`src/rtl/ccest_pkg.sv`:
```
// ----------------------------------------------------------------------------
// ccest_pkg
// shared types and constants of the coulomb counter current estimator
// ----------------------------------------------------------------------------
package ccest_pkg;

  localparam int INTERVAL_BITS = 16;
  localparam int SCALE_W       = 24;
  localparam int COUNT_W       = 32;
  localparam int EST_W         = SCALE_W + 1;
  localparam int IVL_OUT_W     = 16;
  localparam int IVL_W         = (INTERVAL_BITS > IVL_OUT_W) ? INTERVAL_BITS : IVL_OUT_W;
  localparam int DIV_STEPS     = SCALE_W;
  localparam int DIV_CNT_W     = $clog2(DIV_STEPS + 1);

  localparam logic [SCALE_W-1:0]   SCALE_RESET = SCALE_W'(339847);
  localparam logic [IVL_OUT_W-1:0] IVL_OUT_MAX = '1;

  localparam int OUT_DATA_RAW_W = COUNT_W + EST_W + IVL_OUT_W;
  localparam int OUT_DATA_W     = ((OUT_DATA_RAW_W + 7) / 8) * 8;

  localparam logic KIND_TICK  = 1'b0;
  localparam logic KIND_PULSE = 1'b1;

  typedef enum logic [1:0] {
    ST_IDLE,
    ST_DIV,
    ST_DONE
  } ccest_state_t;

  typedef struct packed {
    logic                     start;
    logic [SCALE_W-1:0]       dividend;
    logic [INTERVAL_BITS-1:0] divisor;
  } ccest_div_req_t;

  typedef struct packed {
    logic               done;
    logic [SCALE_W-1:0] quotient;
  } ccest_div_rsp_t;

endpackage

```
`src/rtl/ccest_div.sv`:
```
// ----------------------------------------------------------------------------
// ccest_div
// bit-serial restoring divider, one quotient bit per cycle
// ----------------------------------------------------------------------------
module ccest_div import ccest_pkg::*; (
  input  logic           clk,
  input  logic           rst_n,
  input  ccest_div_req_t req,
  output ccest_div_rsp_t rsp
);

  logic                     busy_r,  busy_nxt;
  logic                     done_r,  done_nxt;
  logic [DIV_CNT_W-1:0]     cnt_r,   cnt_nxt;
  logic [SCALE_W-1:0]       quo_r,   quo_nxt;
  logic [INTERVAL_BITS-1:0] rem_r,   rem_nxt;
  logic [INTERVAL_BITS-1:0] dvs_r,   dvs_nxt;
  logic [INTERVAL_BITS:0]   rem_sh;
  logic [INTERVAL_BITS:0]   diff;

  assign rem_sh = {rem_r, quo_r[SCALE_W-1]};
  assign diff   = rem_sh - {1'b0, dvs_r};

  always_comb begin
    busy_nxt = busy_r;
    done_nxt = 1'b0;
    cnt_nxt  = cnt_r;
    quo_nxt  = quo_r;
    rem_nxt  = rem_r;
    dvs_nxt  = dvs_r;
    if (req.start) begin
      busy_nxt = 1'b1;
      cnt_nxt  = DIV_CNT_W'(DIV_STEPS);
      quo_nxt  = req.dividend;
      rem_nxt  = '0;
      dvs_nxt  = req.divisor;
    end else if (busy_r) begin
      // trial subtract; keep the shifted remainder when it goes negative
      if (!diff[INTERVAL_BITS]) begin
        rem_nxt = diff[INTERVAL_BITS-1:0];
        quo_nxt = {quo_r[SCALE_W-2:0], 1'b1};
      end else begin
        rem_nxt = rem_sh[INTERVAL_BITS-1:0];
        quo_nxt = {quo_r[SCALE_W-2:0], 1'b0};
      end
      cnt_nxt = cnt_r - 1'b1;
      if (cnt_r == DIV_CNT_W'(1)) begin
        busy_nxt = 1'b0;
        done_nxt = 1'b1;
      end
    end
  end

  always_ff @(posedge clk) begin
    if (!rst_n) begin
      busy_r <= 1'b0;
      done_r <= 1'b0;
      cnt_r  <= '0;
    end else begin
      busy_r <= busy_nxt;
      done_r <= done_nxt;
      cnt_r  <= cnt_nxt;
    end
  end

  always_ff @(posedge clk) begin
    quo_r <= quo_nxt;
    rem_r <= rem_nxt;
    dvs_r <= dvs_nxt;
  end

  assign rsp.done     = done_r;
  assign rsp.quotient = quo_r;

`ifndef SYNTHESIS
  a_done_after_last_step: assert property (@(posedge clk) disable iff (!rst_n)
    done_r |-> !busy_r && cnt_r == '0)
    else $error("divider done without finishing its steps");

  a_start_only_when_free: assert property (@(posedge clk) disable iff (!rst_n)
    req.start |-> !busy_r)
    else $error("divider restarted while busy");
`endif

endmodule

```
`src/rtl/coulomb_counter_current_estimator_unit.sv`:
```
// ----------------------------------------------------------------------------
// coulomb_counter_current_estimator_unit
// charge count and current estimate from coulomb counter pulses and ms ticks
// ----------------------------------------------------------------------------
// A tick beat (in_tuser = 0) is taken when the block is idle and advances the interval
// counter, which sticks at its maximum. A pulse beat (in_tuser = 1) moves the
// charge count, clears the interval and divides the scale register by the
// interval in a bit-serial divider: 24 steps of one quotient bit per cycle. A
// pulse holds in_tready low through the division and ST_DONE (only ST_DONE
// when the interval was zero and no division is needed), plus any time the
// previous result still sits unread in the output register. Ticks are taken in
// any idle cycle; config writes are taken in any cycle, cfg_ready is always high.
module coulomb_counter_current_estimator_unit import ccest_pkg::*; (
  input  logic                  clk,
  input  logic                  rst_n,
  input  logic                  in_tvalid,
  output logic                  in_tready,
  input  logic [7:0]            in_tdata,   // [0] polarity, [7:1] zero
  input  logic [0:0]            in_tuser,   // [0] kind
  output logic                  out_tvalid,
  input  logic                  out_tready,
  // [31:0] charge_count, [56:32] current_estimate, [72:57] interval_ms, rest zero
  output logic [OUT_DATA_W-1:0] out_tdata,
  output logic [0:0]            out_tuser,  // [0] zero_interval
  input  logic                  cfg_valid,
  output logic                  cfg_ready,
  input  logic [SCALE_W-1:0]    cfg_data
);

  ccest_state_t             state_r, state_nxt;
  logic [SCALE_W-1:0]       scale_r, scale_nxt;
  logic [COUNT_W-1:0]       total_r, total_nxt;
  logic [INTERVAL_BITS-1:0] elapsed_r, elapsed_nxt;
  logic [INTERVAL_BITS-1:0] ivl_r, ivl_nxt;
  logic                     pol_r, pol_nxt;
  logic                     zero_r, zero_nxt;
  logic                     out_valid_r, out_valid_nxt;
  logic [OUT_DATA_W-1:0]    out_data_r, out_data_nxt;
  logic                     out_zero_r, out_zero_nxt;

  logic                     in_fire;
  logic                     pulse;
  logic                     load_out;
  logic [SCALE_W-1:0]       mag;
  logic [EST_W-1:0]         est;
  logic [IVL_W-1:0]         ivl_ext;
  logic [IVL_OUT_W-1:0]     ivl_out;
  ccest_div_req_t           div_req;
  ccest_div_rsp_t           div_rsp;

  assign in_tready = (state_r == ST_IDLE);
  assign in_fire   = in_tvalid && in_tready;
  assign pulse     = in_fire && (in_tuser[0] == KIND_PULSE);
  assign cfg_ready = 1'b1;
  assign load_out  = (state_r == ST_DONE) && (!out_valid_r || out_tready);

  assign div_req.start    = pulse && (elapsed_r != '0);
  assign div_req.dividend = scale_r;
  assign div_req.divisor  = elapsed_r;

  ccest_div u_div (
    .clk   (clk),
    .rst_n (rst_n),
    .req   (div_req),
    .rsp   (div_rsp)
  );

  assign mag     = zero_r ? scale_r : div_rsp.quotient;
  assign est     = pol_r ? (EST_W'(0) - {1'b0, mag}) : {1'b0, mag};
  assign ivl_ext = IVL_W'(ivl_r);
  // wide counters report the interval clipped to the field
  assign ivl_out = (ivl_ext > IVL_W'(IVL_OUT_MAX)) ? IVL_OUT_MAX : ivl_ext[IVL_OUT_W-1:0];

  always_comb begin
    state_nxt     = state_r;
    scale_nxt     = scale_r;
    total_nxt     = total_r;
    elapsed_nxt   = elapsed_r;
    ivl_nxt       = ivl_r;
    pol_nxt       = pol_r;
    zero_nxt      = zero_r;
    out_valid_nxt = out_valid_r;
    out_data_nxt  = out_data_r;
    out_zero_nxt  = out_zero_r;

    if (cfg_valid && cfg_ready) begin
      scale_nxt = cfg_data;
    end

    if (out_valid_r && out_tready) begin
      out_valid_nxt = 1'b0;
    end

    case (state_r)
      ST_IDLE: begin
        if (in_fire) begin
          if (in_tuser[0] == KIND_TICK) begin
            if (elapsed_r != '1) begin
              elapsed_nxt = elapsed_r + 1'b1;
            end
          end else begin
            ivl_nxt     = elapsed_r;
            pol_nxt     = in_tdata[0];
            zero_nxt    = (elapsed_r == '0);
            elapsed_nxt = '0;
            total_nxt   = in_tdata[0] ? (total_r + 1'b1) : (total_r - 1'b1);
            state_nxt   = (elapsed_r == '0) ? ST_DONE : ST_DIV;
          end
        end
      end
      ST_DIV: begin
        if (div_rsp.done) begin
          state_nxt = ST_DONE;
        end
      end
      ST_DONE: begin
        if (load_out) begin
          out_valid_nxt = 1'b1;
          out_data_nxt  = OUT_DATA_W'({ivl_out, est, total_r});
          out_zero_nxt  = zero_r;
          state_nxt     = ST_IDLE;
        end
      end
      default: begin
        state_nxt = ST_IDLE;
      end
    endcase
  end

  always_ff @(posedge clk) begin
    if (!rst_n) begin
      state_r     <= ST_IDLE;
      scale_r     <= SCALE_RESET;
      total_r     <= '0;
      elapsed_r   <= '0;
      out_valid_r <= 1'b0;
    end else begin
      state_r     <= state_nxt;
      scale_r     <= scale_nxt;
      total_r     <= total_nxt;
      elapsed_r   <= elapsed_nxt;
      out_valid_r <= out_valid_nxt;
    end
  end

  always_ff @(posedge clk) begin
    ivl_r      <= ivl_nxt;
    pol_r      <= pol_nxt;
    zero_r     <= zero_nxt;
    out_data_r <= out_data_nxt;
    out_zero_r <= out_zero_nxt;
  end

  assign out_tvalid = out_valid_r;
  assign out_tdata  = out_data_r;
  assign out_tuser  = out_zero_r;

`ifndef SYNTHESIS
  a_pulse_clears_interval: assert property (@(posedge clk) disable iff (!rst_n)
    pulse |=> elapsed_r == '0)
    else $error("interval not cleared after pulse");

  a_div_done_in_div_state: assert property (@(posedge clk) disable iff (!rst_n)
    div_rsp.done |-> state_r == ST_DIV)
    else $error("divider finished outside division state");

  a_zero_flag_interval: assert property (@(posedge clk) disable iff (!rst_n)
    (out_tvalid && out_tuser[0]) |-> out_tdata[72:57] == '0)
    else $error("zero interval flag with non-zero interval");
`endif

endmodule

```
`config.mk`:
```
export PLATFORM = sky130hd
export DESIGN_NAME = coulomb_counter_current_estimator_unit
export DESIGN_NICKNAME = d
export VERILOG_FILES = /design/src/rtl/ccest_pkg.sv /design/src/rtl/ccest_div.sv /design/src/rtl/coulomb_counter_current_estimator_unit.sv
export SDC_FILE = /design/constraint.sdc
export NUM_CORES = 1
export LEC_CHECK = 0
export BUFFER_PORTS_ARGS = -buffer_cell sky130_fd_sc_hd__buf_4
export CAP_MARGIN = 25
export CORE_ASPECT_RATIO = 0.9
export CORE_MARGIN = 4
export CORE_UTILIZATION = 64
export CTS_CLUSTER_DIAMETER = 60
export DETAILED_ROUTE_END_ITERATION = 8
export PLACE_DENSITY = 0.95
export SLEW_MARGIN = 25
export SYNTH_ARGS = -nofsm -noshare
export SYNTH_HDL_FRONTEND = slang
export SYNTH_HIERARCHICAL = 1
export SYNTH_SLANG_ARGS = --single-unit
```
`constraint.sdc`:
```
create_clock -name clk -period 9.6 [get_ports clk]
set_input_delay 1.44 -clock clk [delete_from_list [all_inputs] [get_ports clk]]
set_output_delay 1.44 -clock clk [all_outputs]
set_load 0.02 [all_outputs]
```
==> flow_metrics.tcl <==
set metrics [dict create \
    outcome "finished clean" \
    finalSetupTns_ns 0 \
    starting_drc_count_in_detailed_routing 731 \
    highest_achievable_clock_rate_mhz 260 \
    setup_slack_ns 5.75 \
    cts-hold-fix-buffers 0 \
    yosys.cell_types.count 88 \
    cts.repair_timing.setup_buffer_count 0 \
    post_synth_instance_area_um2 11800 \
    layout.core_utilization_pct 75.2 \
    postSynth.topFlopCell "edfxtp_1" \
    antenna_found_initial 0 \
    synth_warnings 6 \
    post-route-cell-area_um2 13400 \
    floorplan.initialDensity_pct 65.9 \
    syn-instance-count 1103 \
    core_um2 17800 \
    drt_wl_total_um 27500 \
    ff2ff_setup_slack_ns 6.16 \
    hold-path-endpoint "out_tdata[60]" \
    finalSetupViolations 0 \
    timing.critical_path.fanout_max 31 \
    max-cap-violations 0 \
    vias_in_the_first_global_route 8969 \
    rr_startpoint "elapsed_r[0]" \
    worst_slew_margin_rel_pct 35.6 \
    criticalPathCategory "in -> reg" \
    hpwl_um 18100 \
    sum_of_overflow_across_all_layers_after_global_routing 0 \
    grt_setup_unrepaired "no" \
    min_path_cells 0 \
    cts_inserted_buffers 23 \
    worstPathRequired_ns 9.98 \
    cts_num_sinks 230 \
    cts_max_level 1 \
    drive_gt1_share_pct 16.8 \
    cts-root-to-sink-buffers 3 \
    tritoncts "yes" \
    clock_latency_reported_for_the_late_side_of_the_worst_skew_pair_ns 0.52 \
    clkSlewWorstSetupHoldPaths_ns 0.06 \
    min_period_over_period_pct 40.1 \
    timing.critical_path.arrival_ns 4.23 \
    hp-class "reg -> reg" \
    number_of_remaining_drc_errors 0 \
    avgSynthCellArea_um2 10.7 \
    place.port_buffers 106 \
    skew_ns 0.0248 \
    filler_cell_count 1125 \
    synth_edf_count 132 \
    num_antenna_cells 0 \
    chipHeight_um 137 \
    post-route-min-period_ns 3.85 \
    ys_seq_area_share_pct 50.4 \
    global_route_wire_length_before_repair_um 44400 \
    p_per_area_nw_per_um2 188 \
    die_area_um2 20600 \
    timing_max_transition_violations_final 0 \
    routability_congestion 0.904 \
    design.portCount 122 \
    timing.rr.end "u_div/quo_r[10]" \
    placementRows 46 \
    grt_max_degree 56 \
    synth-seq-cells 230 \
    all_layer_global_routing_usage_pct 26.6 \
    synthArstFlopShare_pct 0 \
    drt_pre_antenna_iters 5 \
    power_w 0.00253 \
    vias 8973 \
    avgRoutedWirePerCell_um 18.8 \
    fp.dieW_um 151 \
    tightestPinTransition_ns 0.965 \
    cp-start-kind "input pin" \
    cts_repair_resize_count 0 \
    final_hold_viol_count 0 \
    final_nets 1293 \
    routed_via_density 6.15 \
    vdd.ir_drop.worst_mv 0.145 \
    min_from "ivl_ext[3]" \
    timing.critical_path.to_type "register" \
    postPlaceCellArea_um2 12700 \
    timing.reg2reg.worst_path_depth 8 \
    clk_root_buffer_cell "clkbuf_16" \
    flow.area_growth_from_synthesis_pct 14.1 \
    ant_nets 0 \
    dpl_worst_slack_ns 5.26 \
    power.static_leakage_nw 5.34 \
]
==> sequential cells by signal, summed over array words and instances, names as in the netlist, 2 cells and up <==
name	count
u_div/rem_r	16
scale_r	24
u_div/dvs_r	16
u_div/cnt_r	5
ivl_ext	16
state_r	2
elapsed_r	16
total_r	32
u_div/quo_r	24
out_tdata	73
==> cell usage in the layout, fill, tap and decap left out, drive strengths merged, types with 11 or more instances in the layout <==
cell and count:
a211oi 16, a21oi 82, buf 111, clkbuf 32, dfxtp 98, edfxtp 132
ha 51, inv 41, mux2 24, mux2i 66, nand2 118, nand2b 11
nand3 17, nand4 11, nor2 93, nor3 30, o21a 13, o21ai 50
xnor2 26, xor2 41
==> final cells by class <==
class                      count  area [um^2]  share of cell area (%)
timing repair buffer         111          833                    6.21
clock buffer                  32          641                    4.78
multi-input combinational    796         5480                    40.9
tap                          240          300                    2.24
clock inverter                10         81.3                   0.607
inverter                      40          150                    1.12
sequential                   230         5930                    44.2
==> per-stage QoR <==
stage / instances / hold WS (ns)
4_1_cts: 1459 / 0.419
3_5_place_dp: 1417 / 0.405
5_1_grt: 1459 / 0.419
2_1_floorplan: 1109 / 0.400
3_3_place_gp: 1417 / 0.405
6_report: 1459 / 0.415
==> layer usage <==
| metal | vias up | share of wire, % | global-route usage (%) |
|---|---|---|---|
| met5 | - | 0 | 0 |
| met4 | 0 | 3.2 | 9.87 |
| met3 | 78 | 6.5 | 4.14 |
| met2 | 389 | 50 | 46.7 |
| met1 | 4293 | 40 | 33.3 |
| li1 | 4213 | - | - |
==> worst max-delay path, stage by stage <==
cell and delay [ns]:
buf_4 0.13, inv_2 0.46, ha_1 0.39, nor2b_1 0.17, o31a_1 0.30, o211ai_1 0.38, a21oi_1 0.15, o31ai_1 0.47
mux2i_1 0.26, a21oi_1 0.08
==> worst max path at each step <==
stage                     slack (ns)        start            to  cells past startpoint
after global placement          4.93  in_tdata[0]   total_r[31]                     10
after detailed placement        5.26  in_tdata[0]   total_r[28]                     10
after global routing            5.59  in_tdata[0]   total_r[28]                     10
after CTS                       5.79  in_tdata[0]   total_r[28]                     10
after floorplan                 4.22   out_tready  out_tdata[0]                      2
final                           5.75  in_tdata[0]   total_r[28]                     10
==> kinds of logic (layout without fill, tap and decap cells) <==
group	count (synthesis)	count (layout)	share of synthesized area, %
xor gates and xnor gates	67	67	4.99
AOI/OAI and AO/OA	234	234	13.2
adders and majority gates	53	53	5.77
DFF	230	230	50.4
buffers and inverters	83	193	3.32
other	2	8	0.0639
muxes	90	90	7.98
and+or+nand+nor	344	344	14.3
==> synthesized netlist by cell type, drive strengths merged (5+ instances only) <==
cell / instances / area, um^2
nor3b: 8 / 70.1
and3: 7 / 43.8
nor2: 93 / 357
mux2i: 66 / 668
nor4: 8 / 71.3
nand2b: 11 / 68.8
and2: 6 / 37.5
nand3b: 6 / 57.6
a21boi: 5 / 37.5
clkbuf: 20 / 75.1
a21o: 8 / 60.1
xor2: 41 / 359
a211oi: 16 / 120
ha: 51 / 638
xnor2: 26 / 228
nor3: 30 / 160
or3: 5 / 31.3
o221ai: 6 / 65.1
or2: 5 / 31.3
and4: 5 / 43.8
o21a: 13 / 97.6
nand2: 118 / 445
inv: 40 / 150
o31ai: 7 / 66.3
mux2: 24 / 270
buf: 22 / 146
nand3: 17 / 85.1
a21oi: 82 / 422
a41oi: 5 / 43.8
a31oi: 5 / 37.5
o21ai: 50 / 258
dfxtp: 98 / 1960
edfxtp: 132 / 3960
o211ai: 10 / 80.1
nor2b: 9 / 56.3
nand4: 11 / 75.1
==> report_power, final <==
group          total (W)  switching (W)  internal, W
Clock           0.000864       0.000369     0.000495
Sequential       0.00117      0.0000558      0.00112
Combinational   0.000489       0.000290     0.000199
Total            0.00253       0.000715      0.00181
Note: power is estimated with default switching activity, not from simulation.
